`config.mk`:
```
export PLATFORM = sky130hd
export DESIGN_NAME = lsac_ctrl
export DESIGN_NICKNAME = d
export VERILOG_FILES = /design/src/lsac_pkg.sv /design/src/lsac_ctrl.sv
export SDC_FILE = /design/constraint.sdc
export NUM_CORES = 1
export LEC_CHECK = 0
export BUFFER_PORTS_ARGS = -buffer_cell sky130_fd_sc_hd__buf_2
export CAP_MARGIN = 10
export CORE_AREA = 2 2 54 56
export DETAILED_ROUTE_END_ITERATION = 7
export DIE_AREA = 0 0 56 58
export PLACE_DENSITY = 0.57
export SETUP_SLACK_MARGIN = 0.4
export SLEW_MARGIN = 20
export SYNTH_ARGS = -nofsm -noshare
export SYNTH_HDL_FRONTEND = slang
export SYNTH_SLANG_ARGS = --single-unit
```
`constraint.sdc`:
```
create_clock -name clock -period 1.7 [get_ports clock]
set_clock_uncertainty 0.2 [all_clocks]
set_input_delay 0.085 -clock clock [delete_from_list [all_inputs] [get_ports clock]]
set_output_delay 0.085 -clock clock [all_outputs]
set_load 0.005 [all_outputs]
```
`src/lsac_pkg.sv`:
```
`timescale 1ns / 1ps
package lsac_pkg;
   typedef struct packed {
      logic rd_demand;
      logic rd_next;
      logic wr_demand;
      logic wr_next;
      logic clear;
      logic capture;
      logic load;
   } cmd_type;

   localparam logic [1:0] MODE_ALLOC    = 2'd0;
   localparam logic [1:0] MODE_NOALLOC  = 2'd1;
   localparam logic [1:0] MODE_PREFETCH = 2'd2;
   localparam logic [1:0] MODE_PF_MISS  = 2'd3;
   localparam logic [63:0] NEXT_STRIDE  = 64'd32;
endpackage

```
`src/lsac_ctrl.sv`:
```
`timescale 1ns / 1ps
module lsac_ctrl #(
   parameter int SETS = 128
) (
   input  logic              clock,
   input  logic              reset,
   input  logic              req_valid,
   output logic              req_ready,
   input  logic              out_free,
   output lsac_pkg::cmd_type cmd,
   output logic              count_en
);
   typedef enum logic [5:0] {
      S_CLEAR = 6'b000001, S_IDLE = 6'b000010, S_RD1 = 6'b000100,
      S_RD2 = 6'b001000, S_WR2 = 6'b010000, S_OUT = 6'b100000
   } state_type;
   localparam int CW = $clog2(SETS + 1);
   state_type state_ff, state_in;
   logic [CW-1:0] cnt_ff, cnt_in;

   always_comb begin
      state_in = state_ff;
      cnt_in = cnt_ff;
      cmd = '0;
      req_ready = 1'b0;
      count_en = 1'b0;
      case (state_ff)
         S_CLEAR: begin
            cmd.clear = 1'b1;
            cnt_in = cnt_ff + 1'b1;
            if (cnt_ff == CW'(SETS - 1)) state_in = S_IDLE;
         end
         S_IDLE: begin
            req_ready = 1'b1;
            if (req_valid) begin
               cmd.capture = 1'b1;
               state_in = S_RD1;
            end
         end
         S_RD1: begin
            cmd.rd_next = 1'b0;
            state_in = S_RD2;
         end
         S_RD2: begin
            cmd.rd_demand = 1'b1;
            cmd.wr_demand = 1'b1;
            cmd.rd_next = 1'b1;
            state_in = S_WR2;
         end
         S_WR2: begin
            cmd.wr_next = 1'b1;
            count_en = 1'b1;
            state_in = S_OUT;
         end
         S_OUT: begin
            req_ready = out_free;
            if (out_free) begin
               cmd.load = 1'b1;
               if (req_valid) begin
                  cmd.capture = 1'b1;
                  state_in = S_RD1;
               end else state_in = S_IDLE;
            end
         end
         default: state_in = S_IDLE;
      endcase
   end

   always_ff @(posedge clock) begin
      if (reset) begin
         state_ff <= S_CLEAR;
         cnt_ff <= '0;
      end else begin
         state_ff <= state_in;
         cnt_ff <= cnt_in;
      end
   end
endmodule

```
## Yosys cells after proc, flatten, opt, wreduce, memory -nomap -nowiden

Index checks and enable logic that the tools add are counted.

| operators by class | value |
|---|---|
| div/mod/pow operators | 0 |
| equal/unequal tests | 10 |
| multiply operators | 0 |
| bitwise operators | 0 |
| reductions and logical operators | 1 |
| shift-type cells | 0 |
| add/sub/neg operators | 1 |
| magnitude comparators | 0 |
| multiplexer cells | 13 |

Operators with widths:

| kind | count |
|---|---|
| one-hot mux 6 bit (6 select lines) | 1 |
| 2-to-1 mux 6 bit | 3 |
| adder 8 x 1 -> 8 bit (second input constant) | 1 |
| == test 8 x 7 -> 1 bit (second input constant) | 1 |
| == test 6 x 1 -> 1 bit (second input constant) | 1 |
| == test 6 x 2 -> 1 bit (second input constant) | 1 |
| == test 6 x 3 -> 1 bit (second input constant) | 1 |
| == test 6 x 4 -> 1 bit (second input constant) | 1 |
| == test 6 x 5 -> 1 bit (second input constant) | 1 |
| == test 6 bit (second input constant) | 1 |
| inequality test 2 bit (second input constant) | 3 |
| 2-to-1 mux 1 bit | 5 |
| one-hot mux 1 bit (2 select lines) | 2 |
| 2-to-1 mux 3 bit | 1 |
| AND reduction 3 bit | 1 |
| 2-to-1 mux 2 bit | 1 |

| word-level totals | value |
|---|---|
| RAM bits | 0 |
| logic and storage cells | 27 |
| input port bits | 4 |
| bits in latches | 0 |
| memories | 0 |
| output and inout bits | 9 |
| register bits after elaboration | 14 |
| ROM bits | 0 |

## Depth between registers and ports, before layout

Gate-level depths: netlist of run 1.

| depth | value |
|---|---|
| depth in word-level cells | 3 |
| mapped depth | 7 |
| mapped depth without buffers | 5 |

## Worst setup path after synthesis of run 1

Ideal clock, no wire load.

| timing | value |
|---|---|
| path type | register to register |
| start | register state_ff[1] |
| end | register state_ff[1] |
| period minus slack after synthesis | 1720 ps |
| data required time | 1375 ps |
| slack | -20 ps |
| arrival time | 1395 ps |
| stages on the path, launching flop included | 7 |
| cell sequence | dfxtp_1 buf_6 or3_1 buf_6 or2_4 o21bai_4 nor3b_1 |

| between the ends | value |
|---|---|
| word-level cells in the longest chain between the ends | 3 |
| elaborated cells between the ends (all ways) | 11 |

RTL lines:

| element | line | source |
|---|---|---|
| from (decl) | lsac_ctrl.sv:18 | `state_type state_ff, state_in;` |
| from (signal assigned) | lsac_ctrl.sv:74 | `state_ff <= state_in;` |
| == test 6 x 1 -> 1 bit, or another cell as far along | lsac_ctrl.sv:27 | `case (state_ff)` |
| inequality test 2 bit (no line) | -- |  |
| AND reduction 3 bit (no line) | -- |  |

Several ways; a longest one is shown, not always the timed one.
A chain may end at the register's enable or synchronous reset.

==> impl_metrics.ini, run 1 <==
[floorplanning]
io_pins = 13
die_h_um = 58
core_um2 = 2660
std_cell_rows = 19
dieWidth_um = 56
fp.dieArea_um2 = 3250
initial_core_util_pct = 28.9

[clock_tree]
clock_path_buffers = 2
clk_pin_slew_ns = 0.09
cts_tree = yes
root_buffer = clkbuf_4
cts_made_buffers = 3
htree_num_levels = 1
worstSkewPairLatency_ns = 0.28
cts_sinks = 14

[worst_setup_path]
cpMaxStageDelayCell = dfxtp_2
slowest_delay_ns = 0.33
cp_cell_sequence = buf_6 -> nor4_4 -> and3_4 -> a31o_4 -> and2_4 -> buf_6
critical_path_class = reg -> out
crit_family = simple AND/OR/NAND/NOR gates
worst-path-max-fanout = 3
crit_top_cell = buf_6
cp.buffers_inverters = 2
cp.arrival_ns = 1.57
end_kind = output port
crit_required_ns = 1.41
cp-start-kind = flip-flop

[yosys]
syn_inst = 87
synth_top_area_share_pct = 36.4
synth_top_area_cell = dfxtp_1
synth_cell_type_count = 33
seq_area_frac_synth_pct = 36.4
yosys-top-cells-area = dfxtp_1 36%, xnor2_1 8.0%, nor4_2 6.5%
synth-seq-cells = 14
yosysWarningCount = 0
syn_area_um2 = 769
syn_avg_cell_area_um2 = 8.84
synth_nets = 92

[outcome]
violations = setup timing
status = finished with violations

[placed_design]
place_congestion = 0.771
dp_slack_ns = -0.0686
hpwl_um = 1180
io_buffers = 12

[grt]
grt-ovfl-total = 0
antenna_found_initial = 0
use_met2_pct = 25.2
grt_pass1_vias = 754
top_usage_layer = met2
use_met3_pct = 3.35
grt_pass1_wl_um = 3360
grt_max_degree = 11
met1_usage_pct = 13.8
grt_use_total_pct = 13.4

[pwr]
combPwrFrac_pct = 8.9
internal_power_mw = 0.497
switching_power_mw = 0.150
power_frac_seq_pct = 52.8
clkPwrFrac_pct = 38.4
swShare_pct = 23.2
p_per_area_nw_per_um2 = 489
ir_drop_mv = 0.230
leakage_nw = 0.497

[detailed_routing]
routedWlPerCell_um = 13.5
ant_nets = 0
drc = 0
dr_total_vias = 737
wirelength_um = 2060
drtIter0Drc = 4
dr.pass1.iters = 2
viasPerCell = 4.85

[final_layout]
final_cell_mix = 15 x buf_6, 12 x nor2_1, 12 x buf_4
utilization_pct = 49.7
layout_commonest_cell = buf_6
diodes = 0
fin_nets = 127
drive_gt1_share_pct = 59.5
syn_to_final_growth_pct = 72.0

[sta]
layout_setup_ws_ns = -0.152
min_period_over_period_pct = 109
slew_headroom_pct = 78.1
setup_viol = 7
rsz0062_at_grt = yes
max_clock_freq_ghz = 0.540
tightest_slew_ns = 0.327
drv_slew = 0
min_period_ns = 1.85
hold_violations = 0

[min_path]
hp-class = in -> reg

[job]
maxCapViolations = 0
power by group through the flow:
stage               sequential [mW]  combinational, mW  clock (mW)
detailed placement            0.348             0.0338           0
CTS                           0.341             0.0499       0.250
finish                        0.342             0.0573       0.248
global placement              0.348             0.0342           0
floorplan                     0.347             0.0260           0
global route                  0.343             0.0627       0.263
sequential cells by signal, indices dropped and copies added, names as in the netlist:
name	count
cnt_ff	8
state_ff	6
area by class of cell:
type | instances | area [µm²]
fillers | 241 | 1340
multi-input cells | 60 | 586
repair buffers | 38 | 354
flip-flops and latches | 14 | 288
well taps | 31 | 38.8
clock buffers | 4 | 36.3
inverters | 5 | 21.3
worst paths after layout:
path	depth (start not counted)	endpoint	slack, ns	from
max	6	cmd[1]	-0.15	state_ff[0]
min reg2reg	2	cnt_ff[6]	0.35	cnt_ff[6]
min	4	state_ff[2]	0.18	out_free
max reg2reg	5	cnt_ff[6]	-0.04	state_ff[5]
cell usage after synthesis:
master    count
buf_6         2
buf_2         2
xnor2_1       7
and3_1        1
xor2_1        2
and2_1        2
nand3b_1      1
or3b_1        1
or2_4         1
dfxtp_1      14
or3_1         1
o21bai_4      1
nand3_1       4
nor3_1        4
nor4_1        2
nor4_2        4
ha_1          1
o211ai_1      1
a31o_2        1
buf_1         1
mux2i_1       1
nor3b_1       2
nand2_1       2
nor2_1       13
a221oi_1      1
nor2b_1       3
a21oi_1       1
inv_2         1
buf_4         3
o21bai_1      1
o21ai_0       1
inv_1         4
nand4_1       1
worst reg2reg max path: cells and delay by family, from the launching register on:
kind,cells,cell delay [ns]
xor gates and xnor gates,1,0.16
buffers and inverters,1,0.16
DFF,1,0.33
and+or+nand+nor,3,0.79
logic make-up (layout without fill, tap and decap cells):
logic type	Yosys count	after routing	synth area share [%]
AO/OA/AOI/OAI	7	7	7.97
XOR/XNOR	9	9	10.2
adder cells (fa/ha/maj)	1	1	1.63
buffers and inverters	13	47	10.1
flip-flops	14	14	36.4
multiplexers	1	1	1.30
AND/OR/NAND/NOR	42	42	32.4
per-stage QoR:
stage	area, µm²	hold slack [ns]	setup TNS (ns)	power, mW	instances
after floorplan	776	0.00169	0	0.373	87
after global placement	870	0.132	-0.0189	0.382	130
after detailed placement	870	0.131	-0.124	0.382	130
after CTS	1190	0.165	-0.494	0.641	145
after global routing	1320	0.210	-1.19	0.668	152
final	1320	0.177	-0.632	0.647	152
layer usage:
| metal | part of all wire, % | vias up |
|---|---|---|
| li1 | - | 363 |
| met1 | 38 | 354 |
| met2 | 57 | 16 |
| met3 | 3.5 | 4 |
| met4 | 1.7 | 0 |
| met5 | 0 | - |
what timing repair did:
action,CTS,global route
cloned,0,0
resized for setup,41,18
pin swaps,13,8
hold buffers,3,0
hold endpoints to repair,11,0
endpoints found under the setup margin,23,23
buffers inserted,8,7
(Power assumes the default switching activity.)
==> run 2, diff against run 1 <==
--- a/config.mk
+++ b/config.mk
@@ -5,12 +5,12 @@
 export SDC_FILE = /design/constraint.sdc
 export NUM_CORES = 1
 export LEC_CHECK = 0
-export BUFFER_PORTS_ARGS = -buffer_cell sky130_fd_sc_hd__buf_2
 export CAP_MARGIN = 10
 export CORE_AREA = 2 2 54 56
 export DETAILED_ROUTE_END_ITERATION = 7
 export DIE_AREA = 0 0 56 58
-export PLACE_DENSITY = 0.57
+export DONT_BUFFER_PORTS = 1
+export PLACE_DENSITY = 0.53
 export SETUP_SLACK_MARGIN = 0.4
 export SLEW_MARGIN = 20
 export SYNTH_ARGS = -nofsm -noshare
==> run 2 against run 1 <==
Compared with the run above: combinational power fell by 5.6%; global-route usage fell by 0.51 points; the run still ends with setup timing left; largest power group unchanged; critical path type unchanged; critical path depth fell by 1.
==> impl_metrics.ini, run 2 (synthesis gave the netlist of run 1 again) <==
[outcome]
status = finished with violations
violations = setup timing

[final_layout]
syn_to_final_growth_pct = 60.3
fin_cells = 142
utilization_pct = 46.3
final_area_um2 = 1230
diodes = 0
drive_gt1_share_pct = 51.4
final_cell_mix = 12 x nor2_1, 12 x buf_4, 11 x dfxtp_1
fin_nets = 117
largest_register_ffs = 8
biggestRegsByFlops = cnt_ff x8, state_ff x6
top_register = cnt_ff

[min_path]
hold_depth = 3
hp-class = in -> reg

[clock_tree]
cts_made_buffers = 3
htree_num_levels = 1
clk_pin_slew_ns = 0.08
clock_path_buffers = 2
cts_sinks = 14
root_buffer = clkbuf_4
worstSkewPairLatency_ns = 0.28
cts_tree = yes

[floorplanning]
std_cell_rows = 19
dieWidth_um = 56
fp.dieArea_um2 = 3250
initial_core_util_pct = 28.9
core_um2 = 2660
die_h_um = 58
io_pins = 13

[sta]
setup_viol = 9
hold_violations = 0
min_period_ns = 1.82
rsz0062_at_grt = yes
tightest_slew_ns = 0.376
min_period_over_period_pct = 107
holdWs_ns = 0.0840
max_clock_freq_ghz = 0.550
drv_slew = 0
slew_headroom_pct = 74.8
layout_setup_ws_ns = -0.117

[worst_setup_path]
cp.arrival_ns = 1.53
reg2reg_from = state_ff[2]
crit_required_ns = 1.41
crit_path_start = state_ff[0]
reg2regPathDepth = 6
worst-path-max-fanout = 3
critical_path_class = reg -> out
end_kind = output port
cp_cell_sequence = buf_6 -> nor4_4 -> and3_4 -> a31o_4 -> and2_4
cp-start-kind = flip-flop
endpoint = cmd[1]
slowest_delay_ns = 0.33
reg2reg_slack_ns = -0.07
r2r_end = cnt_ff[7]
cpMaxStageDelayCell = dfxtp_2

[grt]
grt-ovfl-total = 0
grt_pass1_vias = 741
grt_use_total_pct = 12.9
antenna_found_initial = 0
grt_max_degree = 11
grt_pass1_wl_um = 3180

[pwr]
switching_power_mw = 0.141
internal_power_mw = 0.496
combPwrFrac_pct = 8.5
clkPwrFrac_pct = 37.9
leakage_nw = 0.441
swShare_pct = 22.1
p_per_area_nw_per_um2 = 516
power_frac_seq_pct = 53.6
ir_drop_mv = 0.475
finalPower_mw = 0.636

[detailed_routing]
drc = 0
routedWlPerCell_um = 13.6
wirelength_um = 1930
dr_total_vias = 694
drtIter0Drc = 3
ant_nets = 0
dr.pass1.iters = 3
viasPerCell = 4.89

[placed_design]
io_buffers = 0
hpwl_um = 1080
place_congestion = 0.756
place_area_um2 = 832
place_inst = 121

[job]
maxCapViolations = 0
-- run 2: changes by cell type in the layout (fill, tap and decap cells not counted), moves of 2 or more --
cell / delta
buf_2: -6
buf_6: -5
dfxtp_1: +3
dfxtp_2: -3
buf_12: +2
nor2b_4: -2
-- run 2: through the flow --
step | TNS [ns] | worst slack, ns
6_report | -0.398 | -0.117
5_1_grt | -1.38 | -0.195
4_1_cts | -0.113 | -0.0816
3_5_place_dp | -0.0106 | -0.0106
3_3_place_gp | 0 | 0.0289
2_1_floorplan | 0 | 0.00850
-- run 2: power by group through the flow --
stage	clock network, mW	registers [mW]	logic, mW
global placement	0	0.348	0.0272
floorplan	0	0.347	0.0260
finish	0.241	0.341	0.0541
CTS	0.248	0.340	0.0471
global route	0.275	0.343	0.0600
detailed placement	0	0.348	0.0273
-- run 2: cell type report --
cell class / count / area (µm²)
clock buffer: 4 / 36.3
sequential: 14 / 284
fill: 257 / 1430
tap: 31 / 38.8
inverter: 5 / 21.3
timing repair buffer: 28 / 293
multi-input combinational: 60 / 561
-- run 2: what timing repair did --
item                                    in CTS  in global routing
hold buffers                                 3                  0
pin swaps                                   14                 14
setup buffers                                8                  6
endpoints found under the setup margin      23                 23
resized for setup                           37                 10
hold endpoints to repair                    14                  0
gates cloned                                 0                  0
-- run 2: worst max-delay path, delay by kind of cell, from the launching register on --
kind                   cells  cell delay, ns
AO/OA/AOI/OAI              1            0.11
buffers and inverters      1            0.12
flip-flops                 1            0.33
AND/OR/NAND/NOR            3            0.69
-- run 2: worst min path at each step --
| stage | startpoint | to | slack, ns |
|---|---|---|---|
| finish | out_free | state_ff[2] | 0.08 |
| CTS | req_valid | cmd[1] | 0.09 |
| floorplan | req_valid | state_ff[2] | 0.002 |
| global route | req_valid | cmd[1] | 0.09 |
| detailed placement | reset | state_ff[4] | -0.04 |
| global placement | reset | cnt_ff[7] | -0.04 |
-- run 2: metal layers --
layer  part of all wire, %  GRT usage [%]
met1                    36           13.6
met2                    56           22.4
met5                     0              0
met4                   3.4           6.80
met3                   4.7           4.91
==> run 3, diff against run 2 <==
--- a/config.mk
+++ b/config.mk
@@ -10,8 +10,9 @@
 export DETAILED_ROUTE_END_ITERATION = 7
 export DIE_AREA = 0 0 56 58
 export DONT_BUFFER_PORTS = 1
-export PLACE_DENSITY = 0.53
+export PLACE_DENSITY = 0.52
 export SETUP_SLACK_MARGIN = 0.4
+export SKIP_LAST_GASP = 1
 export SLEW_MARGIN = 20
 export SYNTH_ARGS = -nofsm -noshare
 export SYNTH_HDL_FRONTEND = slang
==> run 3 against run 2 <==
Compared with the run above: the flow still finishes with violations (setup timing); global-route usage rose by 0.12 points; non-clock buffer count fell by 1; worst setup slack improved by 0.0038 ns; cell count fell by 0.70%; die area did not move; maximum frequency rose by 0.21%; sequential power barely moved; total power rose by 0.80%; critical path type unchanged; largest cell class unchanged.
==> impl_metrics.ini, run 3 (synthesis gave the netlist of run 1 again) <==
[sta]
tns_ns = -0.512
rsz0062_at_grt = yes
hold_violations = 0
tightest_slew_ns = 0.469
max_clock_freq_ghz = 0.552
drv_slew = 0
min_period_ns = 1.81
min_period_over_period_pct = 107
setup_viol = 11
slew_headroom_pct = 68.6
layout_setup_ws_ns = -0.113

[final_layout]
diodes = 0
drive_gt1_share_pct = 51.8
num-fill-cells = 255
biggestRegsByFlops = cnt_ff x8, state_ff x6
utilization_pct = 46.4
syn_to_final_growth_pct = 60.5
final_area_um2 = 1230
top_register = cnt_ff
layout_commonest_cell = nor2_1
largest_register_ffs = 8
final_cell_mix = 12 x nor2_1, 11 x dfxtp_1, 11 x buf_6
fin_nets = 116

[detailed_routing]
drc = 0
wirelength_um = 2040
drtIter0Drc = 10
viasPerCell = 4.95
routedWlPerCell_um = 14.5
dr_total_vias = 698
dr.pass1.iters = 4
ant_nets = 0

[clock_tree]
cts_sinks = 14
clock_path_buffers = 2
root_buffer = clkbuf_4
htree_num_levels = 1
clk_pin_slew_ns = 0.08
worstSkewPairLatency_ns = 0.29
cts_made_buffers = 3
cts_tree = yes

[outcome]
status = finished with violations
violations = setup timing

[pwr]
leakage_nw = 0.438
ir_drop_mv = 0.275
p_per_area_nw_per_um2 = 519

[placed_design]
place_area_um2 = 832
hpwl_um = 1080
place_congestion = 0.821
io_buffers = 0

[worst_setup_path]
worst-path-max-fanout = 7
cp.arrival_ns = 1.53
reg2regPathDepth = 5
cp-start-kind = flip-flop
crit_required_ns = 1.41
end_kind = output port
critical_path_class = reg -> out

[grt]
grt-ovfl-total = 0
antenna_found_initial = 0
grt_use_total_pct = 13.0
grt_pass1_vias = 710
grt_pass1_wl_um = 3150
grt_max_degree = 11

[min_path]
hp-class = in -> out
hold_depth = 1

[floorplanning]
initial_core_util_pct = 28.9
core_um2 = 2660
die_h_um = 58
std_cell_rows = 19
io_pins = 13
dieWidth_um = 56
fp.dieArea_um2 = 3250

[job]
maxCapViolations = 0
==> run 3: cell count changes in the layout (fill, tap and decap cells not counted), sizes merged <==
cell,before,now
buf,25,24
==> run 3: repair_timing <==
item / 4_1_cts / 5_1_grt
pin swaps: 19 / 16
hold endpoints to repair: 14 / 0
cloned: 0 / 0
setup endpoints to repair: 23 / 23
hold buffers: 3 / 0
setup buffers: 7 / 6
resized for setup: 40 / 9
==> run 3: worst paths after layout <==
kind               startpoint           to  slack, ns
setup / recovery  state_ff[1]       cmd[1]      -0.11
hold / removal      req_valid       cmd[1]       0.08
setup reg to reg  state_ff[0]  state_ff[1]      -0.04
hold reg to reg     cnt_ff[6]    cnt_ff[6]       0.34
==> run 3: metal layers <==
metal  vias to the layer above  track usage (%)  wire length (µm)  part of all wire [%]
li1                        340                -                 -                     -
met1                       338             13.1               779                    38
met2                        16             25.0              1160                    57
met3                         4             4.46                79                   3.9
met4                         0             4.08                22                   1.1
met5                         -                0                 0                     0
==> run 3: critical path: stages (launching register included) <==
cell and delay (ns):
dfxtp_1 0.34, buf_4 0.18, nor4_4 0.22, and3_1 0.21, a31o_2 0.15, and2_4 0.15
==> run 3: cell type report <==
class,instances,area [µm²],share of cell area (%)
repair buffers,27,289,23.4
well taps,31,38.8,3.14
flip-flops and latches,14,284,23.0
multi-input cells,60,563,45.6
clock buffers,4,36.3,2.94
inverters,5,23.8,1.93
==> run 3: report_power, final <==
group	switching [mW]	internal (mW)	leakage (nW)
sequential	0.00646	0.335	0.114
combinational	0.0247	0.0305	0.303
clock	0.115	0.130	0.0210
==> run 3: metrics by stage <==
| stage | total power [mW] | hold WS (ns) | setup WS, ns | std cells |
|---|---|---|---|---|
| final | 0.641 | 0.0845 | -0.113 | 141 |
| after global routing | 0.672 | 0.0855 | -0.212 | 141 |
| after CTS | 0.638 | 0.0899 | -0.0954 | 135 |
| after detailed placement | 0.375 | -0.0398 | -0.0188 | 121 |
| after global placement | 0.375 | -0.0413 | -0.0513 | 121 |
| after floorplan | 0.373 | 0.00169 | 0.00850 | 87 |
